<file path="config.mk">
export PLATFORM = sky130hd
export DESIGN_NAME = breathing_pwm_three_channel_unit
export DESIGN_NICKNAME = d
export VERILOG_FILES = /design/src/rtl/bpwm_pkg.sv /design/src/rtl/bpwm_counter.sv /design/src/rtl/bpwm_channel.sv /design/src/rtl/breathing_pwm_three_channel_unit.sv
export VERILOG_INCLUDE_DIRS = /design/src /design/src/rtl
export SDC_FILE = /design/constraint.sdc
export NUM_CORES = 1
export LEC_CHECK = 0
export ABC_AREA = 1
export BUFFER_PORTS_ARGS = -buffer_cell sky130_fd_sc_hd__buf_2
export CAP_MARGIN = 25
export CORE_MARGIN = 1.5
export CORE_UTILIZATION = 25
export CTS_BUF_LIST = sky130_fd_sc_hd__clkbuf_4 sky130_fd_sc_hd__clkbuf_8 sky130_fd_sc_hd__clkbuf_16
export DETAILED_ROUTE_END_ITERATION = 6
export HOLD_SLACK_MARGIN = 0.03
export PLACE_DENSITY = 0.36
export SLEW_MARGIN = 15
export SYNTH_ARGS = -nofsm -noshare
export SYNTH_HDL_FRONTEND = slang
export SYNTH_SLANG_ARGS = --single-unit
</file>
<file path="constraint.sdc">
create_clock -name clock -period 4.8 [get_ports clock]
set_input_delay 0.96 -clock clock [delete_from_list [all_inputs] [get_ports clock]]
set_output_delay 0.96 -clock clock [all_outputs]
set_load 0.05 [all_outputs]
</file>
<file path="src/rtl/breathing_pwm_three_channel_unit_defines.svh">
// Assertion macros used by the top RTL file of the breathing PWM unit.
`ifndef BREATHING_PWM_THREE_CHANNEL_UNIT_DEFINES_SVH
`define BREATHING_PWM_THREE_CHANNEL_UNIT_DEFINES_SVH

// The consequent must hold in the same cycle as the antecedent.
`define BPWM_ASSERT_SAME(label, clk, rst, ante, cons) \
   label: assert property (@(posedge clk) disable iff (rst) (ante) |-> (cons)) \
      else $error("bpwm same-cycle check failed");

// The consequent must hold in the cycle after the antecedent.
`define BPWM_ASSERT_NEXT(label, clk, rst, ante, cons) \
   label: assert property (@(posedge clk) disable iff (rst) (ante) |=> (cons)) \
      else $error("bpwm next-cycle check failed");

`endif

</file>
<file path="src/rtl/bpwm_pkg.sv">
package bpwm_pkg;

   // Command codes carried in req_tuser.
   typedef enum logic [1:0] {
      OP_TICK  = 2'd0,
      OP_DUTY  = 2'd1,
      OP_PULSE = 2'd2,
      OP_NOP   = 2'd3
   } op_type;

   // Configuration register indexes.
   localparam logic [1:0] CSR_AUTO_RELOAD = 2'd0;
   localparam logic [1:0] CSR_RAMP_LOW    = 2'd1;
   localparam logic [1:0] CSR_RAMP_HIGH   = 2'd2;

   localparam int CSR_W       = 16;
   localparam int CSR_INDEX_W = 2;

   localparam logic [CSR_W-1:0] AUTO_RELOAD_RESET = 16'd4079;
   localparam logic [CSR_W-1:0] RAMP_LOW_RESET    = 16'd2;
   localparam logic [CSR_W-1:0] RAMP_HIGH_RESET   = 16'd3818;

   localparam int DUTY_W   = 8;
   localparam int PERIOD_W = 8;

   localparam int REQ_TDATA_W = 24;
   localparam int REQ_TUSER_W = 2;
   localparam int RSP_TDATA_W = 8;

   // Per-channel command, already decoded and steered to one channel.
   typedef struct packed {
      logic              tick;
      logic              set_duty;
      logic              set_pulse;
      logic              pulse_on;
      logic [DUTY_W-1:0] duty;
   } cmd_type;

endpackage

</file>
<file path="src/rtl/bpwm_counter.sv">
module bpwm_counter #(
   parameter int COUNTER_WIDTH = 16
) (
   input  logic                       clock,
   input  logic                       reset,
   input  logic                       accept,
   input  logic                       tick,
   input  logic [bpwm_pkg::CSR_W-1:0] auto_reload,
   output logic [COUNTER_WIDTH-1:0]   count_q,
   output logic [COUNTER_WIDTH-1:0]   count_next,
   output logic                       wrap
);
   import bpwm_pkg::*;

   logic [COUNTER_WIDTH-1:0] count_ff;
   logic [COUNTER_WIDTH-1:0] count_in;
   logic [COUNTER_WIDTH-1:0] top_value;
   logic                     at_top;

   // A counter left above a lowered top wraps on the next tick.
   assign top_value = COUNTER_WIDTH'(auto_reload);
   assign at_top    = (count_ff >= top_value);

   always_comb begin
      count_in = count_ff;
      if (tick) begin
         count_in = at_top ? '0 : count_ff + COUNTER_WIDTH'(1);
      end
   end

   assign wrap       = tick && at_top;
   assign count_next = count_in;
   assign count_q    = count_ff;

   always_ff @(posedge clock) begin
      if (reset) begin
         count_ff <= '0;
      end else if (accept) begin
         count_ff <= count_in;
      end
   end

endmodule

</file>
<file path="src/rtl/bpwm_channel.sv">
module bpwm_channel #(
   parameter int COUNTER_WIDTH = 16
) (
   input  logic                       clock,
   input  logic                       reset,
   input  logic                       accept,
   input  bpwm_pkg::cmd_type          cmd,
   input  logic [COUNTER_WIDTH-1:0]   count,
   input  logic [bpwm_pkg::CSR_W-1:0] ramp_low,
   input  logic [bpwm_pkg::CSR_W-1:0] ramp_high,
   output logic                       level
);
   import bpwm_pkg::*;

   localparam int CMP_W = (COUNTER_WIDTH > CSR_W) ? COUNTER_WIDTH : CSR_W;

   logic [COUNTER_WIDTH-1:0] compare_ff;
   logic [COUNTER_WIDTH-1:0] compare_in;
   logic                     dir_up_ff;
   logic                     dir_up_in;
   logic                     breathe_ff;
   logic                     breathe_in;

   always_comb begin
      compare_in = compare_ff;
      dir_up_in  = dir_up_ff;
      breathe_in = breathe_ff;
      if (cmd.tick) begin
         // A match on the new count steps the ramp by one, saturating at both ends.
         if (breathe_ff && (compare_ff == count)) begin
            if (CMP_W'(compare_ff) < CMP_W'(ramp_low)) begin
               dir_up_in = 1'b1;
            end else if (CMP_W'(compare_ff) > CMP_W'(ramp_high)) begin
               dir_up_in = 1'b0;
            end
            if (dir_up_in) begin
               if (compare_ff != '1) begin
                  compare_in = compare_ff + COUNTER_WIDTH'(1);
               end
            end else begin
               if (compare_ff != '0) begin
                  compare_in = compare_ff - COUNTER_WIDTH'(1);
               end
            end
         end
      end else if (cmd.set_duty) begin
         compare_in = COUNTER_WIDTH'({cmd.duty, 4'b0000});
      end else if (cmd.set_pulse) begin
         if (cmd.pulse_on) begin
            compare_in = '0;
            breathe_in = 1'b1;
         end else begin
            breathe_in = 1'b0;
         end
      end
   end

   assign level = (count < compare_in);

   always_ff @(posedge clock) begin
      if (reset) begin
         compare_ff <= '0;
         dir_up_ff  <= 1'b1;
         breathe_ff <= 1'b0;
      end else if (accept) begin
         compare_ff <= compare_in;
         dir_up_ff  <= dir_up_in;
         breathe_ff <= breathe_in;
      end
   end

endmodule

</file>
<file path="src/rtl/breathing_pwm_three_channel_unit.sv">
// Three-channel edge-aligned PWM with an optional breathing ramp per channel.
// Commands arrive on the req_ stream: every transaction is one tick of the shared
// up counter, a set-duty command, a breathing-pulse command or a no-operation.
// Each accepted transaction produces exactly one transaction on the rsp_ stream
// carrying the three channel levels and a flag for a counter wrap on that tick.
// All state updates for a transaction happen in the cycle it is accepted, and its
// result is registered, so the result appears in the cycle after acceptance and a
// new request can be taken in every cycle unless a result is held: throughput is
// one transaction per clock, set by the single compare/step path of each channel.
// The result register acts as the only buffer: while rsp_tvalid is high and the
// receiver holds rsp_tready low, req_tready is low and no request is taken; the
// held result stays unchanged until it is taken.
// The csr_ port writes one of auto_reload, ramp_low and ramp_high per write;
// writes should only be made while no request is in flight.
// Synchronous reset clears the counter and all compare values, turns breathing
// off, points every ramp upward, restores the register defaults (4079, 2, 3818)
// and empties the result register.
`include "breathing_pwm_three_channel_unit_defines.svh"

module breathing_pwm_three_channel_unit #(
   parameter int CHANNEL_COUNT = 3,
   parameter int COUNTER_WIDTH = 16
) (
   input  logic                             clock,
   input  logic                             reset,
   // req_tdata: channel [1:0], duty_value [9:2], pulse_period [17:10], zero [23:18]
   input  logic [bpwm_pkg::REQ_TDATA_W-1:0] req_tdata,
   // req_tuser: op [1:0]
   input  logic [bpwm_pkg::REQ_TUSER_W-1:0] req_tuser,
   input  logic                             req_tvalid,
   output logic                             req_tready,
   // rsp_tdata: pwm_level_a [0], pwm_level_b [1], pwm_level_c [2], period_wrap [3],
   // zero [7:4]
   output logic [bpwm_pkg::RSP_TDATA_W-1:0] rsp_tdata,
   output logic                             rsp_tvalid,
   input  logic                             rsp_tready,
   input  logic                             csr_we,
   input  logic [bpwm_pkg::CSR_INDEX_W-1:0] csr_index,
   input  logic [bpwm_pkg::CSR_W-1:0]       csr_wdata
);
   import bpwm_pkg::*;

   // Configuration registers.
   logic [CSR_W-1:0] auto_reload_ff;
   logic [CSR_W-1:0] ramp_low_ff;
   logic [CSR_W-1:0] ramp_high_ff;

   // Result register: bit 3 is the wrap flag, bits 2:0 the channel levels.
   logic       rsp_valid_ff;
   logic       rsp_valid_in;
   logic [3:0] rsp_data_ff;
   logic [3:0] rsp_data_in;

   logic                accept;
   op_type              op;
   logic [1:0]          channel;
   logic [DUTY_W-1:0]   duty_value;
   logic [PERIOD_W-1:0] pulse_period;
   logic                is_tick;

   logic [COUNTER_WIDTH-1:0] count_q;
   logic [COUNTER_WIDTH-1:0] count_next;
   logic                     counter_wrap;
   logic [CHANNEL_COUNT-1:0] levels;
   logic [2:0]               levels_out;

   // Field unpacking.
   assign op           = op_type'(req_tuser);
   assign channel      = req_tdata[1:0];
   assign duty_value   = req_tdata[9:2];
   assign pulse_period = req_tdata[17:10];
   assign is_tick      = (op == OP_TICK);

   // A request is taken whenever the result register is empty or being drained.
   assign req_tready = !rsp_valid_ff || rsp_tready;
   assign accept     = req_tvalid && req_tready;

   always_ff @(posedge clock) begin
      if (reset) begin
         auto_reload_ff <= AUTO_RELOAD_RESET;
         ramp_low_ff    <= RAMP_LOW_RESET;
         ramp_high_ff   <= RAMP_HIGH_RESET;
      end else if (csr_we) begin
         case (csr_index)
            CSR_AUTO_RELOAD: auto_reload_ff <= csr_wdata;
            CSR_RAMP_LOW:    ramp_low_ff    <= csr_wdata;
            CSR_RAMP_HIGH:   ramp_high_ff   <= csr_wdata;
            default: begin
               // Writes to indexes beyond the register list are dropped.
            end
         endcase
      end
   end

   bpwm_counter #(
      .COUNTER_WIDTH (COUNTER_WIDTH)
   ) u_counter (
      .clock       (clock),
      .reset       (reset),
      .accept      (accept),
      .tick        (is_tick),
      .auto_reload (auto_reload_ff),
      .count_q     (count_q),
      .count_next  (count_next),
      .wrap        (counter_wrap)
   );

   // One channel slice per output; commands for a channel that does not exist
   // never match any slice and are dropped.
   for (genvar gi = 0; gi < CHANNEL_COUNT; gi++) begin : g_channel
      cmd_type cmd;
      logic    selected;

      assign selected = (32'(channel) == gi);

      always_comb begin
         cmd           = '0;
         cmd.duty      = duty_value;
         cmd.pulse_on  = (pulse_period != '0);
         case (op)
            OP_TICK:  cmd.tick      = 1'b1;
            OP_DUTY:  cmd.set_duty  = selected;
            OP_PULSE: cmd.set_pulse = selected;
            OP_NOP: begin
               // No state changes; the result shows the current levels.
            end
            default: begin
            end
         endcase
      end

      bpwm_channel #(
         .COUNTER_WIDTH (COUNTER_WIDTH)
      ) u_channel (
         .clock     (clock),
         .reset     (reset),
         .accept    (accept),
         .cmd       (cmd),
         .count     (count_next),
         .ramp_low  (ramp_low_ff),
         .ramp_high (ramp_high_ff),
         .level     (levels[gi])
      );
   end

   // Channels that are not built report a low level.
   for (genvar go = 0; go < 3; go++) begin : g_level_out
      if (go < CHANNEL_COUNT) begin : g_present
         assign levels_out[go] = levels[go];
      end else begin : g_absent
         assign levels_out[go] = 1'b0;
      end
   end

   assign rsp_data_in = {counter_wrap, levels_out};

   always_comb begin
      rsp_valid_in = rsp_valid_ff;
      if (accept) begin
         rsp_valid_in = 1'b1;
      end else if (rsp_tready) begin
         rsp_valid_in = 1'b0;
      end
   end

   always_ff @(posedge clock) begin
      if (reset) begin
         rsp_valid_ff <= 1'b0;
      end else begin
         rsp_valid_ff <= rsp_valid_in;
      end
   end

   always_ff @(posedge clock) begin
      if (accept) begin
         rsp_data_ff <= rsp_data_in;
      end
   end

   assign rsp_tvalid = rsp_valid_ff;
   assign rsp_tdata  = {4'b0000, rsp_data_ff};

   // A wrapping tick leaves the counter at zero.
   `BPWM_ASSERT_NEXT(a_wrap_clears_count, clock, reset, accept && counter_wrap, count_q == '0)

   // A tick that does not wrap advances the counter by exactly one.
   `BPWM_ASSERT_NEXT(a_tick_advances, clock, reset, accept && is_tick && !counter_wrap, count_q == COUNTER_WIDTH'($past(count_q) + 1'b1))

   // Commands other than a tick never move the counter.
   `BPWM_ASSERT_NEXT(a_command_holds_count, clock, reset, accept && !is_tick, $stable(count_q))

   // Every accepted request shows up as a result carrying its wrap flag.
   `BPWM_ASSERT_NEXT(a_result_follows, clock, reset, accept, rsp_tvalid && (rsp_tdata[3] == $past(counter_wrap)))

   // A wrap can only be reported for a tick.
   `BPWM_ASSERT_SAME(a_wrap_only_on_tick, clock, reset, counter_wrap, is_tick)

endmodule

</file>
==> metrics.md, run 1 <==
| Metric | Value |
|---|---|
| Status | complete, no violations |
| Htree depth | 4 |
| Worst hold path class | flop to flop |
| Critical path buffer and inverter count | 9 |
| Slew at the pin closest to its max-slew limit | 0.959 ns |
| Std cell rows | 83 |
| CTS buffer count | 17 |
| Leakage dissipation | 7.88 nW |
| WHS | 0.475 ns |
| Syn Inst Count | 2,062 |
| Post-layout util | 31.6% |
| P_int | 0.00256 W |
| MaxCap Viol Count | 0 |
| Fin crit period | 4.55 ns |
| Clk buf depth | 2 |
| Crit path required time | 5.17 ns |
| Seq cells post-synth | 123 |
| Sequential area share after synthesis | 19.3% |
| Pwr Density | 270 nW/um^2 |
| Most frequent cell after synthesis | nand2_1 |
| RSZ-0062 raised after global routing | no |
| Rel. slew slack | 35.8% |
| CP Data Arrival Time | 4.92 ns |
| IO Port Bufs | 48 |
| Synth warn | 0 |
| Seq pwr share | 27.7% |
| Syn_area_per_cell | 6.28 um^2 |
| Crit end category | flop |
| Post-route DRC | 0 |
| CTS root buffer | clkbuf_16 |
| Post-Route Skew | 0.0205 ns |
| CP most frequent cell | nand2_1 |
| Worst-path fanout max | 17 |
| Area delta synth->final | 24.8% |
| Netlist cell types | 59 |
| Hold Crit Start | auto_reload_ff[12] |
| Post-synth EDFFs | 4 |
| DR vias/cell | 4.96 |
| Worst Path Class, Setup | flop to flop |
| Ys flop type | dfxtp_1 |
| Layout cells sized above 1 | 17.0% |
| Total track usage | 24.2% |
| Worst skew pair latency | 0.50 ns |
| Placed Instances | 2,917 |
| Sink Count | 123 |
| Synth Area in Simple Gates | 29.4% |
| CTS tree | built |
| CP top delay family | simple AND/OR/NAND/NOR gates |
| Largest net degree at the start of global routing | 77 |
| Wire per inst | 21.6 um |
| Most area-consuming cells after synthesis | dfxtp_1, ha_1, nand2_1 |
| Switching pwr | 0.00179 W |
| Clock-pin slew on the worst setup and hold paths | 0.07 ns |
| R2R Setup Slk | 0.25 ns |
| Post-Layout Cell Count | 2,953 |
| DRT Wirelength | 63,800 um |
| Die area | 53,200 um^2 |
| Synth top area share | 18.4% |
| Endpoints failing hold | 0 |
| Routed vias | 14,654 |
| Worst R2R Start | auto_reload_ff[10] |
| Area leader, netlist | dfxtp_1 |
| Post-synthesis cell area | 12,900 um^2 |
| VDD IR max | 303 uV |
| IO Pins | 59 |
| Final ANT Viol Nets | 0 |
| Worst path slowest cell | a32oi_2 |
| Post-synthesis compound-gate area fraction | 21.4% |
| Combinational fraction of design power | 40.5% |
| Initial DRC Count | 1,223 |
| Critical path endpoint | rsp_data_ff[0] |
| Initial Util | 25.3% |
| XOR/XNOR share of the synthesized area | 2.91% |
| Worst setup SP type | flop |
| Commonest cells post-synth | nand2_1, inv_1, a21oi_1 |
| Nets@finish | 2,474 |
| Max-slew violations | 0 |
| DIE WIDTH | 231 um |
| Largest family of logic cells by synthesized area | simple AND/OR/NAND/NOR gates |
| Clock network power share | 31.9% |
| FMAX | 0.220 GHz |
| Final GP Congestion | 0.901 |
| GRT Residual Overflow | 0 |
| Hpwl dp | 51,900 um |
| Portion of netlist area occupied by mux cells | 0.174% |
| R2r endpoint | rsp_data_ff[0] |
| Drt first pass iters | 6 |
| Vias in the first global route | 13,943 |
| N_diodes | 0 |
| Critical path launch point | auto_reload_ff[10] |
| First-pass GRT wire length | 93,100 um |
| FFs w/ async S/R, synth | 0% |
| Switching Fraction | 41.2% |
| Worst reg2reg path depth | 29 |
| # setup viols final | 0 |
| Core area | 51,200 um^2 |
| DIE HEIGHT | 231 um |
| Synth Area in Adders | 15.9% |
| Final period util | 94.7% |
| Crit path depth | 29 |
| CP peak stage delay | 0.35 ns |
| Initial antenna violation count | 1 |
through the flow:
| step | power, W | area (um^2) | worst slack, ns | setup TNS, ns |
|---|---|---|---|---|
| 2_1_floorplan | 0.00217 | 13000 | 1.01 | 0 |
| 3_3_place_gp | 0.00292 | 15300 | -0.224 | -0.510 |
| 3_5_place_dp | 0.00293 | 15300 | -0.205 | -0.508 |
| 4_1_cts | 0.00436 | 15900 | 0.0560 | 0 |
| 5_1_grt | 0.00465 | 16200 | 0.0142 | 0 |
| 6_report | 0.00436 | 16200 | 0.254 | 0 |
area by class of cell:
type                            count  area (um^2)
Multi-Input combinational cell   1579         9170
Fill cell                        5738        35000
Timing Repair Buffer              265         2000
Tap cell                          680          851
Inverter                          275         1030
Clock buffer                       22          487
Clock inverter                      9          111
Sequential cell                   123         2510
registers in the layout, indices dropped and copies added, names as in the netlist:
register and flops:
rsp_data_ff 4, auto_reload_ff 16, g_channel.u_channel.dir_up_ff 3, g_channel.u_channel.breathe_ff 3
ramp_high_ff 16, u_counter.count_q 16, ramp_low_ff 16, g_channel.u_channel.compare_ff 48
rsp_tvalid 1
timing repair:
item	4_1_cts	5_1_grt
cloned	0	3
buffers inserted	0	2
setup endpoints to repair	2	3
pin swaps	0	8
hold buffers	0	0
resized for setup	1	29
power by group through the flow:
stage                     Combinational [W]  Sequential (W)  Clock [W]
after floorplan                    0.000976         0.00120          0
after global placement              0.00169         0.00123          0
after detailed placement            0.00171         0.00123          0
after CTS                           0.00171         0.00121    0.00143
after global routing                0.00197         0.00121    0.00147
final                               0.00176         0.00121    0.00139
cells by family after synthesis:
logic type,Yosys count
other,1
DFF,123
xor gates and xnor gates,40
AOI/OAI and AO/OA,480
muxes,2
and+or+nand+nor,889
buffers and inverters,363
adders and majority gates,164
worst register-to-register path: cells and delay by family (launching register included):
kind,cells,cell delay [ns]
flip-flops,1,0.30
buffers and inverters,9,1.27
AO/OA/AOI/OAI,3,0.75
adder cells (fa/ha/maj),2,0.63
AND/OR/NAND/NOR,15,1.49
routing by layer:
metal / wire length (um) / up-vias / GRT usage (%)
li1: - / 7335 / -
met4: 1780 / 0 / 8.33
met1: 30000 / 6859 / 32.5
met3: 3100 / 70 / 3.57
met2: 28900 / 390 / 39.3
met5: 0 / - / 0
cell usage in the layout (no fill, tap or decap), types with 13 or more instances in the layout:
cell type  synthesis  routed
nand2_1          480     476
inv_1            255     254
buf_4              6     207
a21oi_1          182     177
ha_1             164     162
nor2_1           152     150
o21ai_0          148     147
nand3_1          139     139
dfxtp_1          119     115
o211ai_1          54      54
buf_2              9      48
nor3_1            44      40
xor2_1            36      36
nand4_1           30      30
clkbuf_16          0      21
o21ai_1           19      18
inv_2             14      15
a21oi_2            9      14
nor4_1            13      13
worst min-delay path by stage:
stage                                             to  slack [ns]  cells after the start
floorplan                         auto_reload_ff[12]        0.44                      2
global placement    g_channel[0].u_channel.dir_up_ff        0.47                      2
detailed placement  g_channel[0].u_channel.dir_up_ff        0.47                      2
CTS                               auto_reload_ff[12]        0.48                      2
global route                      auto_reload_ff[14]        0.49                      2
finish                            auto_reload_ff[12]        0.47                      2
No activity file was read; power rests on OpenSTA's default activity.
==> inputs of run 2 (changes only) <==
RECOVER_POWER = 50   (was default)
==> run 2 against run 1 <==
  * The run now ends with max-capacitance violations, max-slew violations left
  * Maximum frequency hardly changed
  * Combinational power hardly changed
  * Cell count stayed put
  * Non-clock buffer count stayed put
  * Flip-flop and latch count stayed put
  * First-iteration DRC count is 0.16% lower
  * Critical path depth is 2 lower
  * Largest cell class unchanged
  * Highest routed layer unchanged
  * Sequential power hardly changed
  * Critical path type unchanged
==> metrics.md, run 2 (synthesized netlist as in run 1, its figures left out) <==
| Metric | Value |
|---|---|
| Initial Util | 25.3% |
| Max-slew violations | 129 |
| Hold Path End | auto_reload_ff[12] |
| CTS root buffer | clkbuf_16 |
| Biggest register | g_channel.u_channel.compare_ff |
| Worst Path Class, Setup | flop to flop |
| Worst reg2reg path depth | 27 |
| Slew at the pin closest to its max-slew limit | 2.01 ns |
| Commonest non-fill, non-tap cell in the layout | nand2_1 |
| Clk buf depth | 2 |
| Crit end category | flop |
| Crit path depth | 27 |
| DRT Wirelength | 63,700 um |
| Worst skew pair latency | 0.50 ns |
| Core area | 51,200 um^2 |
| N_diodes | 0 |
| CTS buffer count | 17 |
| Pwr Density | 270 nW/um^2 |
| Worst path slowest cell | o22ai_1 |
| Die area | 53,200 um^2 |
| DIE WIDTH | 231 um |
| R2R Setup Slk | 0.26 ns |
| IO Port Bufs | 48 |
| Hold Crit Start | auto_reload_ff[12] |
| Routed vias | 14,661 |
| Final ANT Viol Nets | 0 |
| Clock-pin slew on the worst setup and hold paths | 0.07 ns |
| Worst hold path class | flop to flop |
| Post-Layout Inst Area | 16,100 um^2 |
| Initial antenna violation count | 1 |
| Most frequent cells in the layout | nand2_1, inv_1, buf_4, a21oi_1, ha_1 |
| Rel. slew slack | -33.7% |
| VDD IR max | 302 uV |
| Worst R2R Start | auto_reload_ff[9] |
| Hold path depth | 2 |
| CP Data Arrival Time | 4.88 ns |
| First-pass GRT wire length | 93,100 um |
| MaxCap Viol Count | 2 |
| Total power | 0.00435 W |
| # setup viols final | 0 |
| Final GP Congestion | 0.901 |
| Htree depth | 4 |
| FMAX | 0.220 GHz |
| IO Pins | 59 |
| Largest net degree at the start of global routing | 77 |
| Wire per inst | 21.6 um |
| WHS | 0.477 ns |
| Total track usage | 24.2% |
| Area post-placement | 15,300 um^2 |
| Post-route DRC | 0 |
| Initial DRC Count | 1,221 |
| DR vias/cell | 4.96 |
| Worst-path fanout max | 17 |
| Failing checks | max-capacitance violations, max-slew violations |
| Drt first pass iters | 6 |
| Std cell rows | 83 |
| Area delta synth->final | 24.6% |
| CP peak stage delay | 0.33 ns |
| Post-Route Skew | 0.0205 ns |
| CTS tree | built |
| Hold_buf cts | 0 |
| CP most frequent cell | a21oi_1 |
| R2r endpoint | rsp_data_ff[2] |
| Layout cells sized above 1 | 16.5% |
| Hpwl dp | 51,900 um |
| Endpoints failing hold | 0 |
| Worst setup SP type | flop |
| Status | complete, but fails checks |
| Flip-flop count of the largest register after layout | 48 |
| GRT Residual Overflow | 0 |
| Sink Count | 123 |
| Nets@finish | 2,474 |
| Fin crit period | 4.54 ns |
| Critical path buffer and inverter count | 5 |
| Leakage dissipation | 7.84 nW |
| CP top delay family | compound AO/OA/AOI/OAI gates |
| Crit path required time | 5.13 ns |
| Final period util | 94.6% |
| DIE HEIGHT | 231 um |
| Vias in the first global route | 13,943 |
| RSZ-0062 raised after global routing | no |
[run 2: cell types whose count changed in the layout (fill, tap and decap cells not counted), sizes merged]
cell	previous run	this run
clkbuf	25	36
clkinv	11	10
buf	262	251
clkinvlp	0	1
[run 2: layout make-up]
cell class                      count  area [um^2]
Timing Repair Buffer              265         1970
Fill cell                        5742        35100
Multi-Input combinational cell   1579         9170
Clock inverter                      9          111
Sequential cell                   123         2510
Clock buffer                       22          487
Tap cell                          680          851
Inverter                          275         1030
[run 2: power breakdown]
part           internal [W]  switching, W
sequential          0.00110      0.000107
combinational      0.000640       0.00112
clock              0.000822      0.000565
total               0.00256       0.00179
[run 2: how the worst max path moves through the flow]
stage	to	startpoint
floorplan	rsp_data_ff[0]	req_tuser[1]
global placement	rsp_data_ff[2]	req_tuser[1]
detailed placement	rsp_data_ff[2]	req_tuser[1]
CTS	rsp_data_ff[2]	u_counter.count_q[13]
global route	rsp_data_ff[0]	auto_reload_ff[1]
finish	rsp_data_ff[2]	auto_reload_ff[9]
[run 2: timing repair]
item	4_1_cts	5_1_grt
setup endpoints to repair	2	3
endpoints found under the hold margin	0	0
buffers inserted	0	2
resized for setup	1	29
gates cloned	0	3
pin swaps	0	8
[run 2: metrics by stage]
stage	util (%)	TNS (ns)	cells	setup WS, ns
after global routing	31.5	0	2953	0.0142
after detailed placement	30.0	-0.508	2917	-0.205
after floorplan	-	0	2065	1.01
final	31.5	0	2953	0.257
after global placement	30.0	-0.510	2917	-0.224
after CTS	31.1	0	2948	0.0560
[run 2: worst register-to-register path, cell delays in order (launching register included)]
cell	delay [ns]
dfxtp_1	0.29
inv_1	0.19
ha_4	0.25
a21oi_1	0.12
o21ai_0	0.08
a21oi_1	0.19
buf_4	0.17
nand2_1	0.09
nand2_4	0.15
buf_4	0.16
clkbuf_16	0.19
nand2_4	0.08
nand2_1	0.06
nand2_1	0.05
nor2_1	0.12
nand2_1	0.13
nor2_2	0.14
buf_4	0.16
nand3_2	0.11
a21oi_1	0.21
a21oi_1	0.09
o22ai_1	0.33
ha_1	0.32
a21oi_1	0.13
nor2_1	0.05
a211oi_1	0.22
o221ai_1	0.16
a21oi_2	0.17
[run 2: routing by layer]
metal  track usage [%]  vias up  share of wire (%)
met2              39.3      386                 45
met4              8.33        0                2.8
met3              3.57       70                5.3
li1                  -     7336                  -
met5                 0        -                  0
met1              32.5     6869                 47
